File: config.mk
export PLATFORM = sky130hd
export DESIGN_NAME = cabb_mix
export DESIGN_NICKNAME = d
export VERILOG_FILES = /design/src/rtl/cabb_pkg.sv /design/src/rtl/cabb_mix.sv
export SDC_FILE = /design/constraint.sdc
export NUM_CORES = 2
export LEC_CHECK = 0
export BUFFER_PORTS_ARGS = -buffer_cell sky130_fd_sc_hd__buf_2
export CORE_MARGIN = 5
export CORE_UTILIZATION = 60
export CTS_BUF_LIST = sky130_fd_sc_hd__clkbuf_4 sky130_fd_sc_hd__clkbuf_8
export CTS_CLUSTER_DIAMETER = 150
export DETAILED_ROUTE_END_ITERATION = 16
export GPL_ROUTABILITY_DRIVEN = 1
export PLACE_DENSITY = 0.77
export SLEW_MARGIN = 20
export SYNTH_ARGS = -nofsm -noshare
export SYNTH_HDL_FRONTEND = slang
export SYNTH_SLANG_ARGS = --single-unit
File: constraint.sdc
create_clock -name clk_i -period 8 [get_ports clk_i]
set_input_delay 0.8 -clock clk_i [delete_from_list [all_inputs] [get_ports clk_i]]
set_output_delay 0.8 -clock clk_i [all_outputs]
set_load 0.03 [all_outputs]
File: src/rtl/cabb_pkg.sv
// shared types and constants for the clipped alpha blend blitter
// no dependencies; imported by cabb_mix and clipped_alpha_blend_blitter_core
package cabb_pkg;

  // default sprite store geometry
  localparam int MaxSpriteWidthDef  = 128;
  localparam int MaxSpriteHeightDef = 128;

  // blend scale: 255 * 256, and half of it for round-half-up
  localparam logic [15:0] FullScale = 16'd65280;
  localparam logic [23:0] HalfScale = 24'd32640;

  // global alpha reset value and ceiling (1.0 in Q1.8)
  localparam logic [8:0] AlphaOne = 9'd256;

  // item operation codes
  typedef enum logic {
    OP_LOAD  = 1'b0,
    OP_BLEND = 1'b1
  } op_e;

  // configuration register indexes
  typedef enum logic [2:0] {
    CFG_POS_X         = 3'd0,
    CFG_POS_Y         = 3'd1,
    CFG_SPRITE_WIDTH  = 3'd2,
    CFG_SPRITE_HEIGHT = 3'd3,
    CFG_GLOBAL_ALPHA  = 3'd4
  } cfg_idx_e;

  // sequencer states for one blend word
  typedef enum logic [1:0] {
    ST_IDLE,
    ST_READ,
    ST_MIX,
    ST_DONE
  } blit_state_e;

  // stage enables from the sequencer to the mixer
  typedef struct packed {
    logic load_s1;
    logic load_s2;
  } mix_ctl_t;

endpackage

File: src/rtl/cabb_mix.sv
// two-stage per-channel alpha mixer with divide by 65280 on the output
// depends on cabb_pkg (scale constants, mix_ctl_t)
module cabb_mix (
  input  logic               clk_i,
  input  cabb_pkg::mix_ctl_t ctl_i,
  input  logic [31:0]        src_pixel_i,
  input  logic [31:0]        dst_pixel_i,
  input  logic [8:0]         global_alpha_i,
  output logic [23:0]        mix_rgb_o
);

  import cabb_pkg::*;

  logic [15:0] alpha_q;
  logic [23:0] src_rgb_q;
  logic [15:0] alpha_d;
  logic [15:0] inv_alpha;
  logic [23:0] num_q [3];
  logic [23:0] num_d [3];

  // num / 65280 = floor(floor(num / 256) / 255), the outer one by reciprocal
  function automatic logic [7:0] div_full_scale(input logic [23:0] num);
    logic [15:0] x;
    logic [16:0] t;
    x = num[23:8];
    t = 17'(x) + 17'(x[15:8]) + 17'd1;
    return t[15:8];
  endfunction

  // stage 1: effective alpha from source alpha and global alpha, at most 255 * 256
  assign alpha_d = 16'(src_pixel_i[31:24]) * 16'(global_alpha_i);

  always_ff @(posedge clk_i) begin
    if (ctl_i.load_s1) begin
      alpha_q   <= alpha_d;
      src_rgb_q <= src_pixel_i[23:0];
    end
  end

  assign inv_alpha = FullScale - alpha_q;

  // stage 2: weighted sum per channel, then scale down
  for (genvar c = 0; c < 3; c++) begin : g_chan
    always_comb begin
      num_d[c] = 24'(dst_pixel_i[8*c +: 8]) * 24'(inv_alpha)
               + 24'(src_rgb_q[8*c +: 8]) * 24'(alpha_q)
               + HalfScale;
    end

    always_ff @(posedge clk_i) begin
      if (ctl_i.load_s2) begin
        num_q[c] <= num_d[c];
      end
    end

    assign mix_rgb_o[8*c +: 8] = div_full_scale(num_q[c]);
  end

endmodule

Yosys cells after proc, flatten, opt, wreduce, memory -nomap -nowiden
Memories as Yosys holds them, arrays and structs flattened.
Index checks and enable logic that the tools add are counted.
{"block": "totals", "ff_bits": 40, "latchBits": 0, "ramBits": 72, "mem_bits_ro": 0, "in_bits": 76, "out_inout_bits": 24, "elab_cells": 25, "memories": 1}
{"block": "op_classes", "add_sub_neg": 13, "multipliers": 7, "n_div": 0, "n_lt_le_gt_ge": 0, "eq_ne": 0, "shift": 0, "muxes": 2, "bitwise": 0, "reduce_logical": 0}
{"name": "num_q", "words": 3, "width": 24, "rd": 3, "rd_ports_with_merged_regs": 0, "write_ports": 3, "line": "cabb_mix.sv:18", "source": "logic [23:0] num_q [3];"}
{"op": "multiplier 8 x 16 -> 24 bit", "count": 6}
{"op": "adder 24 x 15 -> 24 bit, second input constant", "count": 3}
{"op": "adder 24 bit", "count": 3}
{"op": "adder 16 x 1 -> 16 bit, second input constant", "count": 3}
{"op": "adder 16 x 8 -> 16 bit", "count": 3}
{"op": "multiplier 8 x 9 -> 16 bit", "count": 1}
{"op": "subtractor 16 bit, first input constant", "count": 1}
{"op": "2-to-1 mux 1 bit", "count": 2}

Depth between registers and ports, before layout
{"block": "depth", "word_depth": 4, "depth_mapped": 30, "depth_no_buf": 28}

Worst setup path before layout
OpenSTA, ideal clock, no wires.
{"block": "synth_path", "path_kind": "reg-to-reg", "start": "register alpha_q[2]", "end": "memory num_q[0][23], data pin", "setup_time_ns": 0.260, "t_arrival_ns": 6.692, "required_ns": 7.740, "path_slack_ns": 1.048, "path_stages_with_launch": 30, "n_path_buf": 2, "synth_period_minus_slack_ns": 6.952, "path_cell_list": "edfxtp_1 clkbuf_1 nor2_1 nand2_1 nor3_2 nand2_1 and4_1 nand2_1 xor2_1 clkbuf_1 nand2_1 fa_1 fa_1 fa_1 fa_1 inv_1 fa_1 inv_1 fa_1 inv_1 ha_1 a21oi_1 o21ai_1 a2111oi_0 o21ai_0 a22oi_2 a21boi_1 o21a_1 nor2_1 xnor2_1"}
{"item": "from (decl)", "line": "cabb_mix.sv:14", "source": "logic [15:0] alpha_q;"}
{"item": "from (signal assigned)", "line": "cabb_mix.sv:35", "source": "alpha_q <= alpha_d;"}
{"item": "to (decl)", "line": "cabb_mix.sv:18"}

==> results.ini <==
[timing]
final_hold_viol_count=0
worst_slew_pin_slew_ns=1.09
rsz0062_at_grt=no
finClkSkew_ns=0.0364
layout_min_cycle_time_ns=7.58
min_period_over_period=0.948
slew_headroom=0.271
finalSetupTns_ns=0
fmax_mhz=132
drv_slew=0
finalSetupViolations=0

[worst_hold_path]
min_to=src_rgb_q[9]$_DFFE_PP_
hold_path.startpoint=src_pixel_i[9]
hold_depth=1
holdCritPathClass=input port to flop

[global_route]
grt.total_usage=0.250
antenna_found_initial=1
grt_pass1_vias=22800
grt_max_degree=49
grt_overflow=0
grt_pass1_wl_um=109000

[yosys]
synth_nets=4347
ys_ff_latch=88
yosys.area.top_type=fa_1
synth_edf_count=88
ys_seq_area_frac=0.0875
synth_top_cell_area_share=0.439
yosysWarnings=0
synthesis.area_mm2=0.0302
ys_dominant_reg_cell=edfxtp_1
synth_cells=3312
yosysUniqueCellTypes=51
syn_area_per_cell_um2=9.12
synthArstFlopShare=0
synth_area_leaders=fa_1 (44%), ha_1 (12%), inv_1 (11%)

[clocking]
insertion_delay_ns=0.47
cts_inserted_buffers=9
root_buffer=clkbuf_8
clkSlewWorstSetupHoldPaths_ns=0.11
postCtsHoldBufs=0
cts_buffer_depth=2
cts_tree=done
cts_num_sinks=88
h-tree-depth=3

[floorplan]
fp.dieW_um=234
dieHeight_um=234
die_area_mm2=0.0549
start_util=0.604
core_area_mm2=0.0500
io_pins=100
std_cell_rows=82

[routing]
dr.pass1.iters=6
vias=21000
drc=0
drtIter0Drc=1200
wire_per_inst_um=15.8
drt-total-wl_um=63400
drtAntennaViolNets=0
via_per_inst=5.26

[setup_path]
path_max_fanout=11
worst_ep_required_time_ns=8.20
r2r-end=num_q[0][47]$_DFFE_PP_
crit_arrival_ns=7.78
crit_path_start_kind=flop
rr_worst_depth=27
cpLargestDelayFamily=adder cells
rrSetupSlack_ns=0.42
r2r_start=alpha_q[1]$_DFFE_PP_
worst-path-buf-inv=7
critPathKind=flop to flop
critical_path.max_stage_delay_ns=0.63
crit_slowest_cell=xor2_2
worstSetupEndpointType=flop

[flow_run]
cap_violations=0

[place]
place_hpwl_um=53000
port_buffers=91
dp_cells=3985
finalWeightedCongestion=0.873

[cells_and_area]
fillCellCount=4105
drive_gt1_frac=0.0549
antenna-diode-count=0
stdcell_count=4003
syn_to_final_growth_pct=4.90
post-route-util=0.634
fin_nets=4361

[status]
status=complete, no violations

## layout by cell type (no fill, tap or decap), drive strengths merged, types with 3 or more instances in the layout
cell / synthesis / layout
ha: 297 / 297
xor2: 23 / 23
nand4: 9 / 9
nand2b: 3 / 3
nor3: 25 / 25
buf: 12 / 134
and4: 4 / 4
a211o: 3 / 3
xnor2: 70 / 70
edfxtp: 88 / 88
nor2b: 9 / 9
a21oi: 31 / 31
a21boi: 5 / 5
and2: 385 / 385
a2111oi: 4 / 4
nand3: 22 / 22
nand2: 480 / 480
and3: 10 / 10
clkinv: 0 / 3
fa: 662 / 662
nor2: 52 / 52
a31oi: 3 / 3
o21a: 22 / 22
inv: 913 / 914
a21o: 13 / 13
clkbuf: 119 / 9
o21ai: 27 / 27
## cells by family (layout without fill, tap and decap cells)
| logic type | Yosys count | count (layout) | synth area share |
|---|---|---|---|
| buf+inv | 1044 | 1063 | 0.130 |
| simple gates | 1005 | 1005 | 0.163 |
| fa+ha+maj | 959 | 959 | 0.562 |
| compound gates | 123 | 123 | 0.0307 |
| xor+xnor | 93 | 93 | 0.0270 |
| flops | 88 | 88 | 0.0875 |
## through the flow
step           hold slack, ns  area [um2]  worst slack, ns
3_3_place_gp            0.976       31400            0.516
3_5_place_dp            0.979       31400            0.424
5_1_grt                 0.484       31700           0.0239
6_report                0.509       31700            0.418
4_1_cts                 0.473       31700            0.401
2_1_floorplan           0.818       30200             1.05
## what timing repair did
item / 4_1_cts / 5_1_grt
setup endpoints to repair: 0 / 3
buffers inserted: 0 / 2
endpoints found under the hold margin: 0 / 0
gates resized for setup: 0 / 1
## per-layer routing
layer / track usage / vias to the layer above / share of wire
li1: - / 9583 / -
met1: 0.325 / 10700 / 0.40
met5: 0 / - / 0
met3: 0.0377 / 133 / 0.058
met4: 0.0792 / 0 / 0.031
met2: 0.436 / 616 / 0.51
## layout make-up
class,instances,area [um2],share of cell area
Timing Repair Buffer,134,791,0.0250
Clock inverter,7,105,0.00332
Inverter,913,3430,0.108
Clock buffer,9,124,0.00391
Sequential cell,88,2640,0.0834
Tap cell,672,841,0.0265
Multi-Input combinational cell,2180,23700,0.750
## synthesized netlist by cell type (all sizes together), types with 9 or more instances
| cell type | n |
|---|---|
| inv | 913 |
| fa | 662 |
| nand2 | 480 |
| and2 | 385 |
| ha | 297 |
| clkbuf | 119 |
| edfxtp | 88 |
| xnor2 | 70 |
| nor2 | 52 |
| a21oi | 31 |
| o21ai | 27 |
| nor3 | 25 |
| xor2 | 23 |
| nand3 | 22 |
| o21a | 22 |
| a21o | 13 |
| buf | 12 |
| and3 | 10 |
| nand4 | 9 |
| nor2b | 9 |
## worst max path at each step
stage / startpoint / endpoint / cells after the start
finish: alpha_q[1]$_DFFE_PP_ / num_q[0][47]$_DFFE_PP_ / 27
global route: alpha_q[1]$_DFFE_PP_ / num_q[0][40]$_DFFE_PP_ / 27
CTS: alpha_q[1]$_DFFE_PP_ / num_q[0][47]$_DFFE_PP_ / 27
detailed placement: alpha_q[1]$_DFFE_PP_ / num_q[0][47]$_DFFE_PP_ / 27
global placement: alpha_q[2]$_DFFE_PP_ / num_q[0][70]$_DFFE_PP_ / 25
floorplan: alpha_q[2]$_DFFE_PP_ / num_q[0][23]$_DFFE_PP_ / 29
## sequential cells by signal, indices dropped and copies added (netlist names)
name       count
src_rgb_q     24
alpha_q       16
num_q         48
Power is not shown: default switching activity piles up to over one toggle a cycle in this logic, so the estimate is an artifact.
